===== src/design/crb_pkg.sv =====
// ----------------------------------------------------------------------------
// crb_pkg
// Types, constants and helpers shared by the Catmull-Rom to Bezier converter.
// ----------------------------------------------------------------------------
package crb_pkg;

   localparam int COORD_BITS  = 16;
   localparam int QUEUE_DEPTH = 4;

   // floor(m / 6) for m < 2**COORD_BITS is (m * RECIP) >> RECIP_SHIFT.
   localparam int RECIP_SHIFT = COORD_BITS + 3;
   localparam logic [63:0] RECIP_FULL = ((64'd1 << RECIP_SHIFT) + 64'd5) / 64'd6;
   localparam logic [COORD_BITS:0] RECIP = RECIP_FULL[COORD_BITS:0];

   typedef logic signed [COORD_BITS-1:0] coord_type;

   typedef enum logic [1:0] {
      ROLE_START = 2'd0,
      ROLE_CTRL1 = 2'd1,
      ROLE_CTRL2 = 2'd2,
      ROLE_END   = 2'd3
   } role_type;

   typedef struct packed {
      coord_type x;
      coord_type y;
      coord_type z;
   } point_type;

   typedef struct packed {
      coord_type x;
      coord_type y;
      coord_type z;
      logic      last;
   } req_type;

   typedef struct packed {
      coord_type cx;
      coord_type cy;
      coord_type cz;
      role_type  role;
      logic      end_of_run;
      logic      too_few;
   } rsp_type;

   // One segment from p1 to p2 with neighbors p0 and p3. When closing is set,
   // the closing segment (p1, p2, p3, p3) follows it.
   typedef struct packed {
      point_type p0;
      point_type p1;
      point_type p2;
      point_type p3;
      logic      closing;
      logic      too_few;
   } job_type;

   function automatic coord_type pt_axis(point_type p, logic [1:0] a);
      coord_type r;
      case (a)
         2'd0:    r = p.x;
         2'd1:    r = p.y;
         default: r = p.z;
      endcase
      return r;
   endfunction

endpackage


===== src/design/crb_front.sv =====
// ----------------------------------------------------------------------------
// crb_front
// Accepts points, keeps the window of earlier points and turns each point
// into at most one segment job for the back end.
// ----------------------------------------------------------------------------
module crb_front
   import crb_pkg::*;
(
   input  logic    clock,
   input  logic    reset,
   input  logic    push,
   output logic    full,
   input  req_type req_data,
   output logic    job_push,
   output job_type job_data,
   input  logic    job_full
);

   logic [1:0] seen_ff, seen_in;
   point_type  win_ff [3];
   point_type  win_in [3];
   point_type  pt;
   logic       accept;

   assign full   = job_full;
   assign accept = push && !job_full;
   assign pt     = '{x: req_data.x, y: req_data.y, z: req_data.z};

   always_comb begin
      seen_in  = seen_ff;
      win_in   = win_ff;
      job_push = 1'b0;
      job_data = '0;
      if (seen_ff < 2'd2) begin
         job_data.too_few = 1'b1;
         job_push         = accept && req_data.last;
      end else begin
         job_data.closing = req_data.last;
         job_push         = accept;
         job_data.p3      = pt;
         if (seen_ff == 2'd2) begin
            // First segment: the start anchor is its own left neighbor.
            job_data.p0 = win_ff[0];
            job_data.p1 = win_ff[0];
            job_data.p2 = win_ff[1];
         end else begin
            job_data.p0 = win_ff[0];
            job_data.p1 = win_ff[1];
            job_data.p2 = win_ff[2];
         end
      end

      if (accept) begin
         if (req_data.last) begin
            seen_in = 2'd0;
         end else if (seen_ff == 2'd3) begin
            win_in[0] = win_ff[1];
            win_in[1] = win_ff[2];
            win_in[2] = pt;
         end else begin
            win_in[seen_ff] = pt;
            seen_in         = seen_ff + 2'd1;
         end
      end
   end

   always_ff @(posedge clock) begin
      if (reset) begin
         seen_ff <= 2'd0;
      end else begin
         seen_ff <= seen_in;
      end
      win_ff <= win_in;
   end

endmodule


===== src/design/crb_queue.sv =====
// ----------------------------------------------------------------------------
// crb_queue
// Short first-in first-out queue of segment jobs between front and back.
// ----------------------------------------------------------------------------
module crb_queue
   import crb_pkg::*;
#(
   parameter int DEPTH = QUEUE_DEPTH
)
(
   input  logic    clock,
   input  logic    reset,
   input  logic    wr_push,
   input  job_type wr_data,
   output logic    wr_full,
   output logic    rd_valid,
   output job_type rd_data,
   input  logic    rd_take
);

   localparam int PtrW = (DEPTH > 1) ? $clog2(DEPTH) : 1;
   localparam int CntW = $clog2(DEPTH + 1);

   job_type         slot_ff [DEPTH];
   logic [PtrW-1:0] wr_ptr_ff, wr_ptr_in;
   logic [PtrW-1:0] rd_ptr_ff, rd_ptr_in;
   logic [CntW-1:0] count_ff, count_in;
   logic            do_wr, do_rd;

   assign wr_full  = (count_ff == CntW'(DEPTH));
   assign rd_valid = (count_ff != '0);
   assign rd_data  = slot_ff[rd_ptr_ff];
   assign do_wr    = wr_push && !wr_full;
   assign do_rd    = rd_take && rd_valid;

   always_comb begin
      wr_ptr_in = wr_ptr_ff;
      rd_ptr_in = rd_ptr_ff;
      count_in  = count_ff;
      if (do_wr) begin
         wr_ptr_in = (wr_ptr_ff == PtrW'(DEPTH - 1)) ? '0 : wr_ptr_ff + 1'b1;
      end
      if (do_rd) begin
         rd_ptr_in = (rd_ptr_ff == PtrW'(DEPTH - 1)) ? '0 : rd_ptr_ff + 1'b1;
      end
      if (do_wr && !do_rd) begin
         count_in = count_ff + 1'b1;
      end else if (do_rd && !do_wr) begin
         count_in = count_ff - 1'b1;
      end
   end

   always_ff @(posedge clock) begin
      if (reset) begin
         wr_ptr_ff <= '0;
         rd_ptr_ff <= '0;
         count_ff  <= '0;
      end else begin
         wr_ptr_ff <= wr_ptr_in;
         rd_ptr_ff <= rd_ptr_in;
         count_ff  <= count_in;
      end
      if (do_wr) begin
         slot_ff[wr_ptr_ff] <= wr_data;
      end
   end

endmodule


===== src/design/crb_back.sv =====
// ----------------------------------------------------------------------------
// crb_back
// Walks each segment job through its control points and computes them in a
// three-register pipeline: difference, divide by six, add and saturate.
// ----------------------------------------------------------------------------
module crb_back
   import crb_pkg::*;
(
   input  logic    clock,
   input  logic    reset,
   input  logic    job_valid,
   input  job_type job_data,
   output logic    job_take,
   output logic    empty,
   input  logic    pop,
   output rsp_type rsp_data
);

   localparam int W = COORD_BITS;

   typedef struct packed {
      point_type          anchor;
      logic [2:0][W-1:0]  mag;
      logic [2:0]         sub;
      role_type           role;
      logic               eor;
      logic               too_few;
   } s1_type;

   typedef struct packed {
      point_type          anchor;
      logic [2:0][W-1:0]  quo;
      logic [2:0]         sub;
      role_type           role;
      logic               eor;
      logic               too_few;
   } s2_type;

   job_type  job_ff, job_in;
   logic     job_v_ff, job_v_in;
   role_type role_ff, role_in;
   logic     second_ff, second_in;

   s1_type   s1_ff, s1_in;
   logic     s1_v_ff, s1_v_in;
   s2_type   s2_ff, s2_in;
   logic     s2_v_ff, s2_v_in;
   rsp_type  rsp_ff, rsp_in;
   logic     rsp_v_ff, rsp_v_in;

   logic      out_rdy, s2_rdy, s1_rdy, issue, finish;
   point_type anchor_pt, hi_pt, lo_pt;
   logic      use_ctl, minus;

   assign out_rdy = !rsp_v_ff || pop;
   assign s2_rdy  = !s2_v_ff || out_rdy;
   assign s1_rdy  = !s1_v_ff || s2_rdy;
   assign issue   = job_v_ff && s1_rdy;

   // A job ends after its error result, or after the end anchor of its final
   // segment.
   assign finish  = job_ff.too_few ||
                    ((role_ff == ROLE_END) && !(job_ff.closing && !second_ff));
   assign job_take = job_valid && (!job_v_ff || (issue && finish));

   always_comb begin
      anchor_pt = job_ff.p1;
      hi_pt     = job_ff.p2;
      lo_pt     = job_ff.p0;
      use_ctl   = 1'b0;
      minus     = 1'b0;
      unique case (role_ff)
         ROLE_START: begin
            anchor_pt = job_ff.p1;
         end
         ROLE_CTRL1: begin
            anchor_pt = job_ff.p1;
            hi_pt     = job_ff.p2;
            lo_pt     = job_ff.p0;
            use_ctl   = 1'b1;
         end
         ROLE_CTRL2: begin
            anchor_pt = job_ff.p2;
            hi_pt     = job_ff.p3;
            lo_pt     = job_ff.p1;
            use_ctl   = 1'b1;
            minus     = 1'b1;
         end
         ROLE_END: begin
            anchor_pt = job_ff.p2;
         end
         default: begin
            anchor_pt = job_ff.p1;
         end
      endcase
      if (job_ff.too_few) begin
         anchor_pt = '0;
         use_ctl   = 1'b0;
      end
   end

   always_comb begin
      job_in    = job_ff;
      job_v_in  = job_v_ff;
      role_in   = role_ff;
      second_in = second_ff;
      if (issue) begin
         if (finish) begin
            job_v_in = 1'b0;
         end else if (role_ff == ROLE_END) begin
            // Move on to the closing segment, whose right neighbor is its end.
            job_in.p0 = job_ff.p1;
            job_in.p1 = job_ff.p2;
            job_in.p2 = job_ff.p3;
            role_in   = ROLE_START;
            second_in = 1'b1;
         end else begin
            role_in = role_type'(role_ff + 2'd1);
         end
      end
      if (job_take) begin
         job_in    = job_data;
         job_v_in  = 1'b1;
         role_in   = ROLE_START;
         second_in = 1'b0;
      end
   end

   // Stage 1: neighbor difference as magnitude and effective sign.
   assign s1_in.anchor  = anchor_pt;
   assign s1_in.role    = job_ff.too_few ? ROLE_START : role_ff;
   assign s1_in.eor     = finish;
   assign s1_in.too_few = job_ff.too_few;

   for (genvar a = 0; a < 3; a++) begin : g_axis
      coord_type          hi_c, lo_c;
      logic signed [W:0]  diff;
      logic        [W:0]  neg;
      logic [2*W:0]       prod;
      logic signed [W:0]  sum;
      coord_type          sat_c;

      assign hi_c = pt_axis(hi_pt, 2'(a));
      assign lo_c = pt_axis(lo_pt, 2'(a));
      assign diff = {hi_c[W-1], hi_c} - {lo_c[W-1], lo_c};
      assign neg  = -diff;
      assign s1_in.mag[a] = !use_ctl ? '0 : (diff[W] ? neg[W-1:0] : diff[W-1:0]);
      assign s1_in.sub[a] = diff[W] ^ minus;

      // Stage 2: floor of magnitude over six by reciprocal multiplication.
      assign prod = (2*W+1)'(s1_ff.mag[a]) * (2*W+1)'(RECIP);
      assign s2_in.quo[a] = {2'b00, prod[2*W:RECIP_SHIFT]};

      // Output stage: add the signed quotient and saturate.
      always_comb begin
         coord_type anc;
         anc = pt_axis(s2_ff.anchor, 2'(a));
         if (s2_ff.sub[a]) begin
            sum = {anc[W-1], anc} - {1'b0, s2_ff.quo[a]};
         end else begin
            sum = {anc[W-1], anc} + {1'b0, s2_ff.quo[a]};
         end
         if (sum[W] != sum[W-1]) begin
            sat_c = sum[W] ? {1'b1, {(W-1){1'b0}}} : {1'b0, {(W-1){1'b1}}};
         end else begin
            sat_c = sum[W-1:0];
         end
      end

      if (a == 0) begin : g_x
         assign rsp_in.cx = sat_c;
      end else if (a == 1) begin : g_y
         assign rsp_in.cy = sat_c;
      end else begin : g_z
         assign rsp_in.cz = sat_c;
      end
   end

   assign s2_in.anchor  = s1_ff.anchor;
   assign s2_in.sub     = s1_ff.sub;
   assign s2_in.role    = s1_ff.role;
   assign s2_in.eor     = s1_ff.eor;
   assign s2_in.too_few = s1_ff.too_few;

   assign rsp_in.role       = s2_ff.role;
   assign rsp_in.end_of_run = s2_ff.eor;
   assign rsp_in.too_few    = s2_ff.too_few;

   assign s1_v_in  = s1_rdy  ? issue   : s1_v_ff;
   assign s2_v_in  = s2_rdy  ? s1_v_ff : s2_v_ff;
   assign rsp_v_in = out_rdy ? s2_v_ff : rsp_v_ff;

   always_ff @(posedge clock) begin
      if (reset) begin
         job_v_ff  <= 1'b0;
         role_ff   <= ROLE_START;
         second_ff <= 1'b0;
         s1_v_ff   <= 1'b0;
         s2_v_ff   <= 1'b0;
         rsp_v_ff  <= 1'b0;
      end else begin
         job_v_ff  <= job_v_in;
         role_ff   <= role_in;
         second_ff <= second_in;
         s1_v_ff   <= s1_v_in;
         s2_v_ff   <= s2_v_in;
         rsp_v_ff  <= rsp_v_in;
      end
      job_ff <= job_in;
      if (s1_rdy) begin
         s1_ff <= s1_in;
      end
      if (s2_rdy) begin
         s2_ff <= s2_in;
      end
      if (out_rdy) begin
         rsp_ff <= rsp_in;
      end
   end

   assign empty    = !rsp_v_ff;
   assign rsp_data = rsp_ff;

endmodule


===== src/design/catmull_rom_to_bezier_unit.sv =====
// ----------------------------------------------------------------------------
// catmull_rom_to_bezier_unit
// Converts a stream of Catmull-Rom points into cubic Bezier control points.
// ----------------------------------------------------------------------------
// Usage:
// Points enter on the request queue port: a transfer happens when push is
// high and full is low. Results leave on the response queue port: the oldest
// control point is on rsp_data while empty is low, and pop takes it.
// From the third point of a curve on, every point gives four results (start
// anchor, first control, second control, end anchor). The last point of a
// curve with at least three points gives eight; a curve shorter than three
// points gives one result flagged too_few. end_of_run marks the final result
// of each point.
// A point passes through the job queue, the job register and the three
// pipeline registers before its first result is ready. Throughput is one
// result per cycle while pop keeps up; the single result port sets that rate.
// A queue of segment jobs sits between the point window and the result
// pipeline, so points are still taken while results wait to be popped; when
// the receiver stalls, the pipeline and then the job queue fill and full
// rises. Reset clears the window, the queue and the pipeline at once.
// ----------------------------------------------------------------------------
module catmull_rom_to_bezier_unit
   import crb_pkg::*;
#(
   parameter int QUEUE_DEPTH_P = QUEUE_DEPTH
)
(
   input  logic    clock,
   input  logic    reset,
   input  logic    push,
   output logic    full,
   input  req_type req_data,
   output logic    empty,
   input  logic    pop,
   output rsp_type rsp_data
);

   logic    fq_push, fq_full, qb_valid, qb_take;
   job_type fq_data, qb_data;

   crb_front u_front (
      .clock    (clock),
      .reset    (reset),
      .push     (push),
      .full     (full),
      .req_data (req_data),
      .job_push (fq_push),
      .job_data (fq_data),
      .job_full (fq_full)
   );

   crb_queue #(
      .DEPTH (QUEUE_DEPTH_P)
   ) u_queue (
      .clock    (clock),
      .reset    (reset),
      .wr_push  (fq_push),
      .wr_data  (fq_data),
      .wr_full  (fq_full),
      .rd_valid (qb_valid),
      .rd_data  (qb_data),
      .rd_take  (qb_take)
   );

   crb_back u_back (
      .clock     (clock),
      .reset     (reset),
      .job_valid (qb_valid),
      .job_data  (qb_data),
      .job_take  (qb_take),
      .empty     (empty),
      .pop       (pop),
      .rsp_data  (rsp_data)
   );

endmodule

===== config.mk =====
export PLATFORM = sky130hd
export DESIGN_NAME = catmull_rom_to_bezier_unit
export DESIGN_NICKNAME = d
export VERILOG_FILES = /design/src/design/crb_pkg.sv /design/src/design/crb_front.sv /design/src/design/crb_queue.sv /design/src/design/crb_back.sv /design/src/design/catmull_rom_to_bezier_unit.sv
export SDC_FILE = /design/constraint.sdc
export NUM_CORES = 2
export LEC_CHECK = 0
export ABC_AREA = 0
export BUFFER_PORTS_ARGS = -buffer_cell sky130_fd_sc_hd__clkbuf_2
export CELL_PAD_IN_SITES_DETAIL_PLACEMENT = 0
export CELL_PAD_IN_SITES_GLOBAL_PLACEMENT = 1
export CORE_MARGIN = 2
export CORE_UTILIZATION = 35
export DETAILED_ROUTE_END_ITERATION = 10
export GPL_TIMING_DRIVEN = 0
export HOLD_SLACK_MARGIN = 0.15
export PLACE_DENSITY_LB_ADDON = 0.1
export REMOVE_ABC_BUFFERS = 1
export SLEW_MARGIN = 20
export SYNTH_ARGS = -nofsm -noshare
export SYNTH_HDL_FRONTEND = slang
export SYNTH_SLANG_ARGS = --single-unit

===== constraint.sdc =====
create_clock -name clock -period 7.2 [get_ports clock]
set_input_delay 0.36 -clock clock [delete_from_list [all_inputs] [get_ports clock]]
set_output_delay 0.36 -clock clock [all_outputs]
set_load 0.02 [all_outputs]

==> run metrics <==
layout cell share with drive strength beyond 1 between 10% and 20%; Main synth FF type edfxtp_1; ys async rst share 0%; crit-path max FO 7; CTS Buf Count 160; Yosys top cell by area edfxtp_1; Clk Latency, worst-skew pair 0.81 ns; Data required, critical path 7.75 ns; grt ovf 0; Iteration-0 DRC Markers 2606; Ys Warns 0; area delta synth->final 15.7%; first-pass GRT wire length 288 mm; most instantiated library cell after synthesis edfxtp_1; vias in the first global route approximately 44000; status complete, no violations; Cell Area, Synth approximately 73000 µm²; Die X 461 µm; All-Layer GR Usage ~18%; final worst path period need around 6.5 ns; placed instance area 79000 µm²; actual slew at the worst max-slew pin between 0.8 and 0.9 ns; Starting Density a little over a third; Setup CP Type reg2reg; Post-synth EDFFs ~1400; post-synthesis sequential area ratio between 50 and 60%; Area contributors post-synth edfxtp_1 (56%), ha_1 (8.6%), fa_1 (6.5%); via count around 42000; Setup crit end kind flop; initial antenna violation count 21; largest net degree at the start of global routing 64; VDD IR max 466 µV; DIE AREA between 200000 and 250000 µm²; top post-synthesis cells by count edfxtp_1 (1366), nand2_1 (611), inv_1 (538); skew final 0.0297 ns; router iterations before antenna repair 5; Hold Path Class reg2reg; Crit path arrival time ~7.1 ns; Root Buffer clkbuf_16; vias per std cell 4.93; Placed Cells approximately 8000; CTS tree built; count of different cell masters after synthesis between 80 and 90; mean area per synthesized cell about 14 µm²; Startpoint Class flop; Final ANT Viol Nets 0; Final Cell Area roughly 84000 µm²; pwr dens 446 nW/µm²; Post-Synthesis Cells 5310; FP Rows around 170; final WL around 190 mm; max-cap viol count 0; # DRC 0; # fillers 19497; fmax 153 MHz; Port Buf Inserts roughly 110; LEAKAGE about 0.033 µW; Hold Vio Cnt, Final 0; CTS H-tree lvls 4; final std cells w/o fill between 8000 and 9000; Wirelength per Cell 22.6 µm; post-synth top area share between 50% and 60%; unrepaired setup endpoints after global routing false; final net count around 6300; CTS sink cnt roughly 1400; #FFs+latches synth between 1000 and 1500; core footprint around 210000 µm²; Top-Level Pins between 100 and 150; RePlAce Congestion slightly above 0.8; hpwl dp approximately 130 mm; Max clock buf depth 3; final worst path period share roughly nine tenths; Slew Limit Fails 0; Setup Viol. Count Final 0; Die Y 461 µm; Reg clk slew, reported paths ~0.060 ns; Rel. slew slack a little over two fifths
-- worst paths after layout --
check	depth (start not counted)	start	slack, ns	to
max	22	u_back.s1_ff[40]	0.66	u_back.s2_ff[51]
min	0	u_back.rsp_in[0]	0.41	u_back.rsp_data[0]
max reg2reg	22	u_back.s1_ff[40]	0.66	u_back.s2_ff[51]
min reg2reg	0	u_back.rsp_in[0]	0.41	u_back.rsp_data[0]
-- layout make-up --
cell class	instances	area [µm²]	share of cell area [%]
Tap cell	2788	3490	4.13
Antenna cell	3	7.51	0.00888
Clock buffer	198	4230	5.01
Timing Repair Buffer	270	3580	4.23
Sequential cell	1384	41400	49.0
Inverter	540	2050	2.42
Clock inverter	84	697	0.825
Multi-Input combinational cell	3201	29100	34.4
-- placed cells by master (no fill, tap or decap), drive strengths merged, types with 26 or more instances in the layout --
master,instances
mux4,194
a22o,96
mux2,50
nand3,26
mux2i,156
edfxtp,1366
dlygate4sd3,57
and2,111
inv,547
clkbuf,304
nor2,274
xor2,79
or3,31
buf,107
nor3,58
o21ai,103
a21oi,185
fa,237
nor2b,80
a21o,39
clkinv,66
xnor2,116
nand2,611
ha,500
-- registers in the layout, summed over array words and instances (netlist names), named ones only --
name / flops
u_back.g_axis.$35.anc: 48
u_back.job_ff: 194
u_back.job_v_ff: 1
u_back.role_ff: 2
u_back.rsp_data: 52
u_back.rsp_in: 4
u_back.rsp_v_ff: 1
u_back.s1_ff: 103
u_back.s1_v_ff: 1
u_back.s2_ff: 45
u_back.s2_v_ff: 1
u_back.second_ff: 1
u_front.seen_ff: 2
u_front.win_ff: 144
u_queue.count_ff: 3
u_queue.rd_ptr_ff: 2
u_queue.slot_ff: 776
u_queue.wr_ptr_ff: 2
-- power by group --
part	total, µW	switching (µW)	internal, µW
clock network	7730	3310	4420
logic	17700	10600	7120
registers	12200	857	11300
-- through the flow --
| stage | hold slack (ns) | total power, µW | setup slack [ns] | TNS (ns) | util, % |
|---|---|---|---|---|---|
| floorplan | 0.400 | 25300 | -10.25 | -3516.73 | - |
| global placement | 0.405 | 28800 | -40.63 | - | 36.8 |
| detailed placement | 0.405 | 30200 | 0.341 | 0 | 38.1 |
| CTS | 0.375 | 38200 | 0.310 | 0 | 40.8 |
| global route | 0.410 | 40600 | 0.192 | 0 | 40.8 |
| finish | 0.415 | 37700 | 0.658 | 0 | 40.8 |
-- critical path, cell delays in order (launching register included) --
cell and delay, ns:
edfxtp_1 0.54, ha_1 0.47, xor2_1 0.41, ha_1 0.32, inv_1 0.08, fa_1 0.42
inv_1 0.08, fa_1 0.42, fa_1 0.49, inv_1 0.05, fa_1 0.47, inv_1 0.04
ha_1 0.28, a21o_1 0.19, a221o_1 0.34, nand2_1 0.06, inv_1 0.03, a311o_1 0.37
o21ai_2 0.31, o31ai_1 0.18, o211ai_1 0.33, a21boi_0 0.14, o31a_1 0.25
-- kinds of logic (layout without fill, tap and decap cells) --
group	Yosys count	in the layout	synth area share [%]
flops	1384	1384	56.7
simple gates	1284	1284	7.94
fa+ha+maj	743	743	15.1
buf+inv	725	1092	3.74
compound gates	579	579	5.26
mux	400	400	8.90
xor+xnor	195	195	2.34
other cells	0	3	0
-- repair_timing --
action | 4_1_cts | 5_1_grt
hold buffers | 57 | 0
gates resized for setup | 0 | 1
endpoints found under the hold margin | 358 | 0
endpoints found under the setup margin | 0 | 1
setup buffers | 0 | 0
-- layer usage --
metal / up-vias / global-route usage (%) / wire length [µm]
li1: 19718 / - / -
met1: 21135 / 25.7 / 90300
met2: 652 / 29.9 / 90600
met3: 236 / 2.55 / 6900
met4: 2 / 4.12 / 3680
met5: - / 0 / 13
No activity file was read; power rests on OpenSTA's default activity.
